$ cat src/sv/dcrc_pkg.sv
// ----------------------------------------------------------------------------
// dcrc_pkg
// Shared types, constants and byte-wide CRC-16 helpers for the dual check.
// ----------------------------------------------------------------------------
`default_nettype none

package dcrc_pkg;

    localparam logic [15:0] CRC_POLY = 16'h8005;
    localparam logic [15:0] CRC_INIT = 16'h0000;

    typedef struct packed {
        logic [7:0]  data_byte;
        logic        last_byte;
        logic [15:0] reference_crc;
    } t_in_beat;

    typedef struct packed {
        logic        crc_hit;
        logic [15:0] crc_direct;
        logic [15:0] crc_reflected;
    } t_out_beat;

    typedef struct packed {
        logic     valid;
        t_in_beat beat;
    } t_stage;

    function automatic logic [7:0] flip8(input logic [7:0] v);
        logic [7:0] r;
        for (int k = 0; k < 8; k++) begin
            r[7-k] = v[k];
        end
        return r;
    endfunction

    function automatic logic [15:0] flip16(input logic [15:0] v);
        logic [15:0] r;
        for (int k = 0; k < 16; k++) begin
            r[15-k] = v[k];
        end
        return r;
    endfunction

    // absorb one byte MSB first
    function automatic logic [15:0] crc_byte(input logic [15:0] crc, input logic [7:0] b);
        logic [15:0] c;
        c = crc;
        for (int k = 7; k >= 0; k--) begin
            if (b[k] ^ c[15]) begin
                c = {c[14:0], 1'b0} ^ CRC_POLY;
            end else begin
                c = {c[14:0], 1'b0};
            end
        end
        return c;
    endfunction

endpackage

`default_nettype wire

$ cat src/sv/dcrc_if.sv
// ----------------------------------------------------------------------------
// dcrc_in_if / dcrc_out_if
// Valid/ready channels for byte beats and check results.
// ----------------------------------------------------------------------------
`default_nettype none

interface dcrc_in_if;
    logic        valid;
    logic        ready;
    logic [7:0]  data_byte;
    logic        last_byte;
    logic [15:0] reference_crc;

    modport source (output valid, output data_byte, output last_byte,
                    output reference_crc, input ready);
    modport sink   (input valid, input data_byte, input last_byte,
                    input reference_crc, output ready);
endinterface

interface dcrc_out_if;
    logic        valid;
    logic        ready;
    logic        crc_hit;
    logic [15:0] crc_direct;
    logic [15:0] crc_reflected;

    modport source (output valid, output crc_hit, output crc_direct,
                    output crc_reflected, input ready);
    modport sink   (input valid, input crc_hit, input crc_direct,
                    input crc_reflected, output ready);
endinterface

`default_nettype wire

$ cat src/sv/dcrc_in_stage.sv
// ----------------------------------------------------------------------------
// dcrc_in_stage
// Input register: captures one byte beat and holds it until the core takes it.
// ----------------------------------------------------------------------------
`default_nettype none

module dcrc_in_stage (
    input  wire logic            i_clk,
    input  wire logic            i_rst_n,
    dcrc_in_if.sink              i_byte_ch,
    input  wire logic            i_advance,
    output dcrc_pkg::t_stage     o_stage
);

    logic             r_valid;
    dcrc_pkg::t_in_beat r_beat;
    logic             w_take;

    assign i_byte_ch.ready = !r_valid || i_advance;
    assign w_take          = i_byte_ch.valid && i_byte_ch.ready;

    always_ff @(posedge i_clk) begin
        if (!i_rst_n) begin
            r_valid <= 1'b0;
        end else if (w_take) begin
            r_valid <= 1'b1;
        end else if (i_advance) begin
            r_valid <= 1'b0;
        end
    end

    always_ff @(posedge i_clk) begin
        if (w_take) begin
            r_beat.data_byte     <= i_byte_ch.data_byte;
            r_beat.last_byte     <= i_byte_ch.last_byte;
            r_beat.reference_crc <= i_byte_ch.reference_crc;
        end
    end

    assign o_stage.valid = r_valid;
    assign o_stage.beat  = r_beat;

endmodule

`default_nettype wire

$ cat src/sv/dcrc_core.sv
// ----------------------------------------------------------------------------
// dcrc_core
// Running CRC registers, final compare and result register.
// ----------------------------------------------------------------------------
`default_nettype none

module dcrc_core (
    input  wire logic              i_clk,
    input  wire logic              i_rst_n,
    input  wire dcrc_pkg::t_stage  i_stage,
    output logic                   o_advance,
    dcrc_out_if.source             o_result_ch
);

    logic [15:0]          r_direct;
    logic [15:0]          r_reflected;
    logic [15:0]          n_direct;
    logic [15:0]          n_reflected;
    logic                 r_out_valid;
    dcrc_pkg::t_out_beat  r_out;
    logic [15:0]          w_refl_final;
    logic                 w_last_adv;

    assign o_advance = i_stage.valid &&
                       (!i_stage.beat.last_byte || !r_out_valid || o_result_ch.ready);
    assign w_last_adv = o_advance && i_stage.beat.last_byte;

    assign n_direct     = dcrc_pkg::crc_byte(r_direct, i_stage.beat.data_byte);
    assign n_reflected  = dcrc_pkg::crc_byte(r_reflected,
                                             dcrc_pkg::flip8(i_stage.beat.data_byte));
    assign w_refl_final = dcrc_pkg::flip16(n_reflected);

    always_ff @(posedge i_clk) begin
        if (!i_rst_n) begin
            r_direct    <= dcrc_pkg::CRC_INIT;
            r_reflected <= dcrc_pkg::CRC_INIT;
        end else if (w_last_adv) begin
            r_direct    <= dcrc_pkg::CRC_INIT;
            r_reflected <= dcrc_pkg::CRC_INIT;
        end else if (o_advance) begin
            r_direct    <= n_direct;
            r_reflected <= n_reflected;
        end
    end

    always_ff @(posedge i_clk) begin
        if (!i_rst_n) begin
            r_out_valid <= 1'b0;
        end else if (w_last_adv) begin
            r_out_valid <= 1'b1;
        end else if (o_result_ch.ready) begin
            r_out_valid <= 1'b0;
        end
    end

    always_ff @(posedge i_clk) begin
        if (w_last_adv) begin
            r_out.crc_hit       <= (n_direct == i_stage.beat.reference_crc) ||
                                   (w_refl_final == i_stage.beat.reference_crc);
            r_out.crc_direct    <= n_direct;
            r_out.crc_reflected <= w_refl_final;
        end
    end

    assign o_result_ch.valid         = r_out_valid;
    assign o_result_ch.crc_hit       = r_out.crc_hit;
    assign o_result_ch.crc_direct    = r_out.crc_direct;
    assign o_result_ch.crc_reflected = r_out.crc_reflected;

    a_clear_after_last: assert property (@(posedge i_clk) disable iff (!i_rst_n)
        w_last_adv |=> (r_direct == dcrc_pkg::CRC_INIT) &&
                       (r_reflected == dcrc_pkg::CRC_INIT))
        else $error("crc registers not cleared after last beat");

    a_rose_from_last: assert property (@(posedge i_clk) disable iff (!i_rst_n)
        $rose(r_out_valid) |-> $past(w_last_adv))
        else $error("result appeared without a last beat");

    a_hold_on_stall: assert property (@(posedge i_clk) disable iff (!i_rst_n)
        !o_advance |=> $stable(r_direct) && $stable(r_reflected))
        else $error("crc registers moved without a beat");

    a_no_overwrite: assert property (@(posedge i_clk) disable iff (!i_rst_n)
        (r_out_valid && !o_result_ch.ready) |-> !w_last_adv)
        else $error("pending result overwritten");

endmodule

`default_nettype wire

$ cat src/sv/dual_crc16_check_unit.sv
// ----------------------------------------------------------------------------
// dual_crc16_check_unit
// Checks a byte block against a reference CRC with CRC-16/BUYPASS and ARC.
// ----------------------------------------------------------------------------
// Accepts one byte per clock cycle while nothing stalls. Each byte is absorbed into
// both CRC-16 registers (poly 0x8005, init 0) by one byte-wide XOR update
// between the input register and the CRC registers. On the last byte of a
// block the result beat appears in the cycle after the core takes it, and both
// CRCs restart from zero; the input keeps flowing while a result waits, and only
// a last byte stalls when an earlier result has not been taken.
`default_nettype none

module dual_crc16_check_unit (
    input  wire logic   i_clk,
    input  wire logic   i_rst_n,
    dcrc_in_if.sink     i_byte_ch,
    dcrc_out_if.source  o_result_ch
);

    dcrc_pkg::t_stage w_stage;
    logic             w_advance;

    dcrc_in_stage u_in_stage (
        .i_clk     (i_clk),
        .i_rst_n   (i_rst_n),
        .i_byte_ch (i_byte_ch),
        .i_advance (w_advance),
        .o_stage   (w_stage)
    );

    dcrc_core u_core (
        .i_clk       (i_clk),
        .i_rst_n     (i_rst_n),
        .i_stage     (w_stage),
        .o_advance   (w_advance),
        .o_result_ch (o_result_ch)
    );

endmodule

`default_nettype wire

$ cat src/flat_wrapper.sv
// flat-port wrapper written by rule: the top's interface ports become plain ports
module dual_crc16_check_unit_flat 
  (i_clk, i_rst_n, i_byte_ch_valid, i_byte_ch_data_byte, i_byte_ch_last_byte, i_byte_ch_reference_crc, i_byte_ch_ready, o_result_ch_valid, o_result_ch_crc_hit, o_result_ch_crc_direct, o_result_ch_crc_reflected, o_result_ch_ready);
  dcrc_in_if i_byte_ch_i ();
  dcrc_out_if o_result_ch_i ();
  input  wire logic i_clk;
  input  wire logic i_rst_n;
  input wire logic [$bits(i_byte_ch_i.valid)-1:0] i_byte_ch_valid;
  input wire logic [$bits(i_byte_ch_i.data_byte)-1:0] i_byte_ch_data_byte;
  input wire logic [$bits(i_byte_ch_i.last_byte)-1:0] i_byte_ch_last_byte;
  input wire logic [$bits(i_byte_ch_i.reference_crc)-1:0] i_byte_ch_reference_crc;
  output wire logic [$bits(i_byte_ch_i.ready)-1:0] i_byte_ch_ready;
  output wire logic [$bits(o_result_ch_i.valid)-1:0] o_result_ch_valid;
  output wire logic [$bits(o_result_ch_i.crc_hit)-1:0] o_result_ch_crc_hit;
  output wire logic [$bits(o_result_ch_i.crc_direct)-1:0] o_result_ch_crc_direct;
  output wire logic [$bits(o_result_ch_i.crc_reflected)-1:0] o_result_ch_crc_reflected;
  input wire logic [$bits(o_result_ch_i.ready)-1:0] o_result_ch_ready;
  assign i_byte_ch_i.valid = i_byte_ch_valid;
  assign i_byte_ch_i.data_byte = i_byte_ch_data_byte;
  assign i_byte_ch_i.last_byte = i_byte_ch_last_byte;
  assign i_byte_ch_i.reference_crc = i_byte_ch_reference_crc;
  assign i_byte_ch_ready = i_byte_ch_i.ready;
  assign o_result_ch_valid = o_result_ch_i.valid;
  assign o_result_ch_crc_hit = o_result_ch_i.crc_hit;
  assign o_result_ch_crc_direct = o_result_ch_i.crc_direct;
  assign o_result_ch_crc_reflected = o_result_ch_i.crc_reflected;
  assign o_result_ch_i.ready = o_result_ch_ready;
  dual_crc16_check_unit u_core (.i_clk(i_clk), .i_rst_n(i_rst_n), .i_byte_ch(i_byte_ch_i), .o_result_ch(o_result_ch_i));
endmodule
$ cat config.mk
export PLATFORM = sky130hd
export DESIGN_NAME = dual_crc16_check_unit_flat
export DESIGN_NICKNAME = d
export VERILOG_FILES = /design/src/sv/dcrc_pkg.sv /design/src/sv/dcrc_if.sv /design/src/sv/dcrc_in_stage.sv /design/src/sv/dcrc_core.sv /design/src/sv/dual_crc16_check_unit.sv /design/src/flat_wrapper.sv
export SDC_FILE = /design/constraint.sdc
export NUM_CORES = 1
export LEC_CHECK = 0
export BUFFER_PORTS_ARGS = -buffer_cell sky130_fd_sc_hd__buf_4
export CAP_MARGIN = 10
export CORE_AREA = 2 2 121 94
export DETAILED_ROUTE_END_ITERATION = 16
export DIE_AREA = 0 0 123 96
export REMOVE_ABC_BUFFERS = 1
export SYNTH_ARGS = -nofsm -noshare
export SYNTH_HDL_FRONTEND = slang
export SYNTH_SLANG_ARGS = --single-unit
$ cat constraint.sdc
create_clock -name i_clk -period 7.3 [get_ports i_clk]
set_input_delay 0 -clock i_clk [delete_from_list [all_inputs] [get_ports i_clk]]
set_output_delay 0 -clock i_clk [all_outputs]
set_load 0.005 [all_outputs]
==> out/results.tsv, run 1 <==
stage	metric	value	unit
global_routing	grt_usage	15.79	%
setup_path	timing.critical_path.buf_inv	0	
logic_synthesis	synth_common_cells	edfxtp_1 (58), nand2_1 (46), dfxtp_1 (34)	
logic_synthesis	synthTopCellsByArea	edfxtp_1 (42%), dfxtp_1 (16%), xnor3_1 (7.6%), xnor2_1 (7.0%), xor2_1 (4.2%)	
logic_synthesis	synth_top_area_share	41.99	%
clocking	ctsResizeCount	0	
clocking	clk_latency	0.34	ns
placement	portBuffers	63	
route	drt-initial-drc-count	145	
floorplanning	die-height	96	um
timing	setup_viol	0	
timing	tns	0	ns
logic_synthesis	synth-edff-count	58	
floorplanning	initial_utilization	38.94	%
floorplanning	coreArea	10650	um^2
timing	tightest_slew	1.141	ns
clocking	cts_made_buffers	9	
placement	hpwl	5.926	mm
floorplanning	die_x	123	um
route	postRouteAntennaNets	0	
pwr	vdd_drop_max	161.2	uV
pwr	powerDensity	247.6	nW/um^2
logic_synthesis	yosys.area.top_type	edfxtp_1	
floorplanning	ios	64	
layout	area_growth	28.17	%
logic_synthesis	yosys.cell_types.count	35	
logic_synthesis	synthCells	312	
global_routing	grt_max_degree	35	
route	vias_per_cell	4.613	
floorplanning	num_rows	33	
setup_path	critical-path-max-stage-delay	0.49	ns
clocking	clockBufferDepth	2	
timing	worst_clock_skew	0.006798	ns
worst_hold_path	hp-class	input pin to flip-flop	
route	vias	2542	
layout	finalNetCount	435	
route	wl	8.648	mm
global_routing	grt_pass1_wl	13.30	mm
timing	max_freq	0.3901	GHz
timing	slew_headroom	23.76	%
job	cap_violations	0	
clocking	cts_htree_levels	3	
setup_path	cp_common_cell	xnor3_1	
clocking	cts_tree	yes	
setup_path	arrival	2.75	ns
clocking	clk_pin_slew	0.06	ns
floorplanning	dieArea	11810	um^2
global_routing	grt_pass1_vias	2396	
layout	drive_gt1_share	21.65	%
logic_synthesis	synthArstFlopShare	0	%
setup_path	crit_chain	xnor2_1 -> xnor3_1 -> xor3_2 -> xnor3_1 -> nand4b_1 -> a32oi_1	
pwr	leakage	0.002111	uW
layout	fill_cells	946	
setup_path	worst_setup_path_start_kind	flip-flop	
timing	rsz0062_at_grt	false	
logic_synthesis	avgSynthCellArea	13.29	um^2
route	wire_per_inst	15.70	um
global_routing	grt_antenna_before_repair	0	
route	firstDrtPassIters	4	
setup_path	cp_max_fo	6	
setup_path	crit_family	XOR/XNOR gates	
logic_synthesis	synth_ff_type	edfxtp_1	
layout	fin_util	49.91	%
setup_path	path_class	flip-flop to flip-flop	
logic_synthesis	synth-seq-cells	92	
placement	gp_congestion	0.7918	
timing	post-route-min-period	2.563	ns
timing	slew_viol_final	0	
clocking	post_cts.repair.setup_buffers	0	
clocking	clockRootBuffer	clkbuf_16	
timing	hold_viol_final	0	
run_status	status	complete, no violations	
timing	fin_crit_sh	35.11	%
logic_synthesis	syn_area	4148	um^2
setup_path	critPathCaptureType	flip-flop	
logic_synthesis	ys_seq_area_share	58.40	%
setup_path	slowest_stage	xnor3_1	
global_routing	gr-total-overflow	0	
setup_path	critPathRequiredTime	7.48	ns
layout	insertedDiodeCount	0	
route	drcViolationCount	0	
logic_synthesis	synth_warnings	0	
logic_synthesis	yosysMostFrequentCell	edfxtp_1	
clocking	clkSinkCount	92	
-- tightest hold or removal path, cell delays in order --
cell and delay (ns):
buf_4 0.08, nor2b_1 0.07, o21a_1 0.18
-- state kept, by name, summed over array words and instances (netlist names) --
register / flops
u_core.u_in_stage.r_valid: 1
u_core.u_core.o_result_ch.crc_direct: 16
u_core.u_core.r_reflected: 16
u_core.u_core.r_direct: 16
u_core.u_core.o_result_ch.crc_reflected: 16
u_core.u_in_stage.o_stage: 25
u_core.u_core.o_result_ch.crc_hit: 1
u_core.u_core.o_result_ch.valid: 1
-- metrics by stage --
step / hold WS [ns] / total power, uW / worst slack (ns) / cell area, um^2 / std cells
floorplan: 0.09887 / 828.9 / 4.846 / 4106 / 301
global placement: 0.1786 / 907.0 / 4.805 / 4791 / 508
detailed placement: 0.1794 / 908.1 / 4.723 / 4791 / 508
CTS: 0.02237 / 1329 / 4.721 / 5316 / 551
global route: 0.04752 / 1377 / 4.600 / 5316 / 551
finish: 0.03351 / 1316 / 4.737 / 5316 / 551
-- layout by cell type, fill, tap and decap left out, types with 4 or more instances in the layout --
cell and n:
clkbuf_1 4, dlygate4sd3_1 27, clkbuf_16 9, buf_4 67, nor3_1 5, a211oi_1 7, xor3_1 4, xor2_1 20
edfxtp_1 58, a21oi_1 22, xnor3_1 14, nand2_1 46, xnor2_1 33, inv_1 10, nor2_1 17, dfxtp_1 34
-- layer usage --
layer / global-route usage (%) / vias up / share of wire [%]
met5: 0 / - / 0
met4: 5.114 / 0 / 0.60
met3: 4.562 / 5 / 5.5
met2: 22.61 / 62 / 44
met1: 23.02 / 1205 / 50
li1: - / 1270 / -
-- power by group --
group / leakage (uW) / internal [uW] / switching, uW / total, uW
clock: 0.000127 / 229 / 178 / 407
sequential: 0.000828 / 599 / 23.5 / 622
combinational: 0.00116 / 155 / 132 / 287
total: 0.00211 / 983 / 333 / 1320
-- logic make-up after synthesis --
kind of cell / after synthesis / synth area share [%]
AO/OA/AOI/OAI: 34 / 4.857
XOR/XNOR: 79 / 25.64
multiplexers: 2 / 0.4827
AND/OR/NAND/NOR: 84 / 8.718
buffers and inverters: 21 / 1.901
flip-flops: 92 / 58.40
-- final timing paths --
kind                                             start                                           end  slack (ns)  cells after the start
max            u_core.u_in_stage.o_stage[18]$_DFFE_PP_   u_core.u_core.o_result_ch.crc_hit$_DFFE_PP_        4.74                      6
min                                  o_result_ch_ready  u_core.u_core.o_result_ch.valid$_SDFFE_PN0P_        0.03                      3
max reg2reg    u_core.u_in_stage.o_stage[18]$_DFFE_PP_   u_core.u_core.o_result_ch.crc_hit$_DFFE_PP_        4.74                      6
min reg2reg  u_core.u_core.r_reflected[9]$_SDFFE_PP0P_     u_core.u_core.r_reflected[9]$_SDFFE_PP0P_        0.47                      2
-- repair_timing --
action,in CTS,in global routing
hold buffers,27,0
endpoints found under the setup margin,0,0
endpoints found under the hold margin,27,0
-- area by class of cell --
cell class | count | area [um^2] | share of cell area (%)
clock buffers | 13 | 240.2 | 4.519
clock inverters | 3 | 15.01 | 0.2824
inverters | 10 | 37.54 | 0.7060
multi-input cells | 199 | 1653 | 31.09
flip-flops and latches | 92 | 2422 | 45.56
well taps | 140 | 175.2 | 3.295
repair buffers | 94 | 773.2 | 14.54
(Power assumes the default switching activity.)
==> run 2, diff against run 1 <==
- clock period: 7.3 -> 2.5 ns (I/O delays scaled with it)
==> out/results.tsv, run 2 (synthesis gave the netlist of run 1 again) <==
stage	metric	value	unit	change
layout	final_cell_mix	buf_4 (84), edfxtp_1 (58), nand2_1 (46), dfxtp_1 (34), xnor2_1 (30)		
placement	postPlaceCellArea	4896	um^2	+2.2%
timing	hold_viol_final	0		unchanged
run_status	status	complete, no violations		
global_routing	grt_max_degree	35		unchanged
route	drt-initial-drc-count	148		+2.1%
pwr	vdd_drop_max	513.7	uV	+220%
global_routing	grt_antenna_before_repair	0		unchanged
timing	tightest_slew	0.4837	ns	-0.6571 ns
route	vias	2638		+3.8%
layout	largest_register_ffs	25		unchanged
clocking	clk_pin_slew	0.06	ns	about the same
timing	setup_viol	0		unchanged
floorplanning	num_rows	33		unchanged
clocking	cts_tree	yes		
setup_path	worst_setup_path_start_kind	flip-flop		
setup_path	reg2regPathDepth	6		unchanged
floorplanning	initial_utilization	38.94	%	unchanged
setup_path	cp_max_fo	3		-3
placement	portBuffers	63		unchanged
placement	gp_congestion	0.8320		+5.1%
pwr	total_power	3947	uW	+200%
placement	hpwl	6.384	mm	+7.7%
route	vias_per_cell	4.644		+0.67%
setup_path	critPathRequiredTime	2.68	ns	-4.80 ns
clocking	clkSinkCount	92		unchanged
global_routing	grt_usage	16.22	%	+0.43 points
floorplanning	coreArea	10650	um^2	unchanged
layout	final_common_cell	buf_4		
worst_hold_path	min_path_cells	3		unchanged
pwr	leakage	0.002212	uW	+4.8%
timing	tns	0	ns	unchanged
layout	area_growth	32.19	%	
timing	post-route-min-period	2.410	ns	-0.1532 ns
worst_hold_path	hp-class	input pin to flip-flop		
floorplanning	ios	64		unchanged
timing	rsz0062_at_grt	false		
route	postRouteAntennaNets	0		unchanged
layout	finalNetCount	452		+3.9%
job	cap_violations	0		unchanged
clocking	clockRootBuffer	clkbuf_16		
clocking	clockBufferDepth	2		unchanged
timing	fin_crit_sh	96.41	%	+61 points
clocking	cts_made_buffers	9		unchanged
clocking	clk_latency	0.34	ns	about the same
setup_path	path_class	flip-flop to flip-flop		
pwr	powerDensity	719.9	nW/um^2	+190%
route	firstDrtPassIters	4		unchanged
timing	max_freq	0.4149	GHz	+6.4%
layout	fill_cells	948		+0.21%
clocking	cts_htree_levels	3		unchanged
timing	slew_viol_final	0		unchanged
layout	design_area	5483	um^2	+3.1%
setup_path	critPathCaptureType	flip-flop		
layout	drive_gt1_share	25.70	%	+4.0 points
route	drcViolationCount	0		unchanged
timing	slew_headroom	67.52	%	+44 points
layout	insertedDiodeCount	0		unchanged
route	wl	9.055	mm	+4.7%
route	wire_per_inst	15.94	um	+1.6%
floorplanning	dieArea	11810	um^2	unchanged
global_routing	gr-total-overflow	0		unchanged
global_routing	grt_pass1_wl	13.77	mm	+3.5%
floorplanning	die-height	96	um	unchanged
setup_path	arrival	2.59	ns	-0.16 ns
floorplanning	die_x	123	um	unchanged
global_routing	grt_pass1_vias	2563		+7.0%
timing	worst_clock_skew	0.007093	ns	+0.0002949 ns
[run 2: cell types whose count changed in the layout (fill, tap and decap cells not counted)]
cell / delta
buf_4: +17
xnor2_1: -3
xnor2_2: +3
clkbuf_1: -1
clkbuf_8: +1
clkinv_1: +1
clkinv_2: -1
xor2_1: -1
xor2_2: +1
[run 2: per-stage QoR]
stage | util [%] | instances | hold slack (ns) | setup slack (ns)
3_3_place_gp | 45.96 | 522 | 0.1789 | 0.1196
2_1_floorplan | - | 301 | 0.09887 | 0.04590
3_5_place_dp | 45.96 | 522 | 0.1795 | 0.05710
5_1_grt | 51.47 | 568 | 0.06503 | 0.006969
6_report | 51.47 | 568 | 0.03972 | 0.08987
4_1_cts | 50.97 | 565 | 0.04023 | 0.04351
[run 2: layout make-up]
class	count	area, um^2	area share, %
Tap cell	140	175.2	3.195
Multi-Input combinational cell	199	1683	30.69
Inverter	10	37.54	0.6846
Clock buffer	13	250.2	4.564
Sequential cell	92	2422	44.18
Timing Repair Buffer	111	900.9	16.43
Clock inverter	3	13.76	0.2510
[run 2: what timing repair did]
action                                  4_1_cts  5_1_grt
endpoints found under the setup margin        0        1
gates resized for setup                       0        4
setup buffers                                 0        3
endpoints found under the hold margin        27        0
hold buffers                                 27        0
[run 2: path summary, 6_finish.rpt]
path	startpoint	endpoint	slack (ns)
min	o_result_ch_ready	u_core.u_core.o_result_ch.valid$_SDFFE_PN0P_	0.04
max	u_core.u_in_stage.o_stage[18]$_DFFE_PP_	u_core.u_core.o_result_ch.crc_hit$_DFFE_PP_	0.09
max reg2reg	u_core.u_in_stage.o_stage[18]$_DFFE_PP_	u_core.u_core.o_result_ch.crc_hit$_DFFE_PP_	0.09
min reg2reg	u_core.u_core.r_direct[8]$_SDFFE_PP0P_	u_core.u_core.r_direct[8]$_SDFFE_PP0P_	0.47
[run 2: worst max-delay path, cell delays in order, from the launching register on]
cell	delay (ns)
edfxtp_1	0.43
xnor2_1	0.32
xnor3_1	0.47
xor3_2	0.28
xnor3_1	0.34
nand4b_1	0.18
a32oi_1	0.23
[run 2: per-layer routing]
layer / track usage, % / vias up / routed length (um)
met1: 23.19 / 1274 / 4553
li1: - / 1299 / -
met5: 0 / - / 0
met4: 4.830 / 0 / 99
met2: 24.26 / 56 / 3956
met3: 4.325 / 9 / 446
[run 2: report_power, final]
group          total (uW)  internal, uW  leakage, uW  switching, uW
sequential           1820          1750     0.000828           69.9
clock                1230           695     0.000131            532
combinational         901           502      0.00125            399
total                3950          2950      0.00221           1000
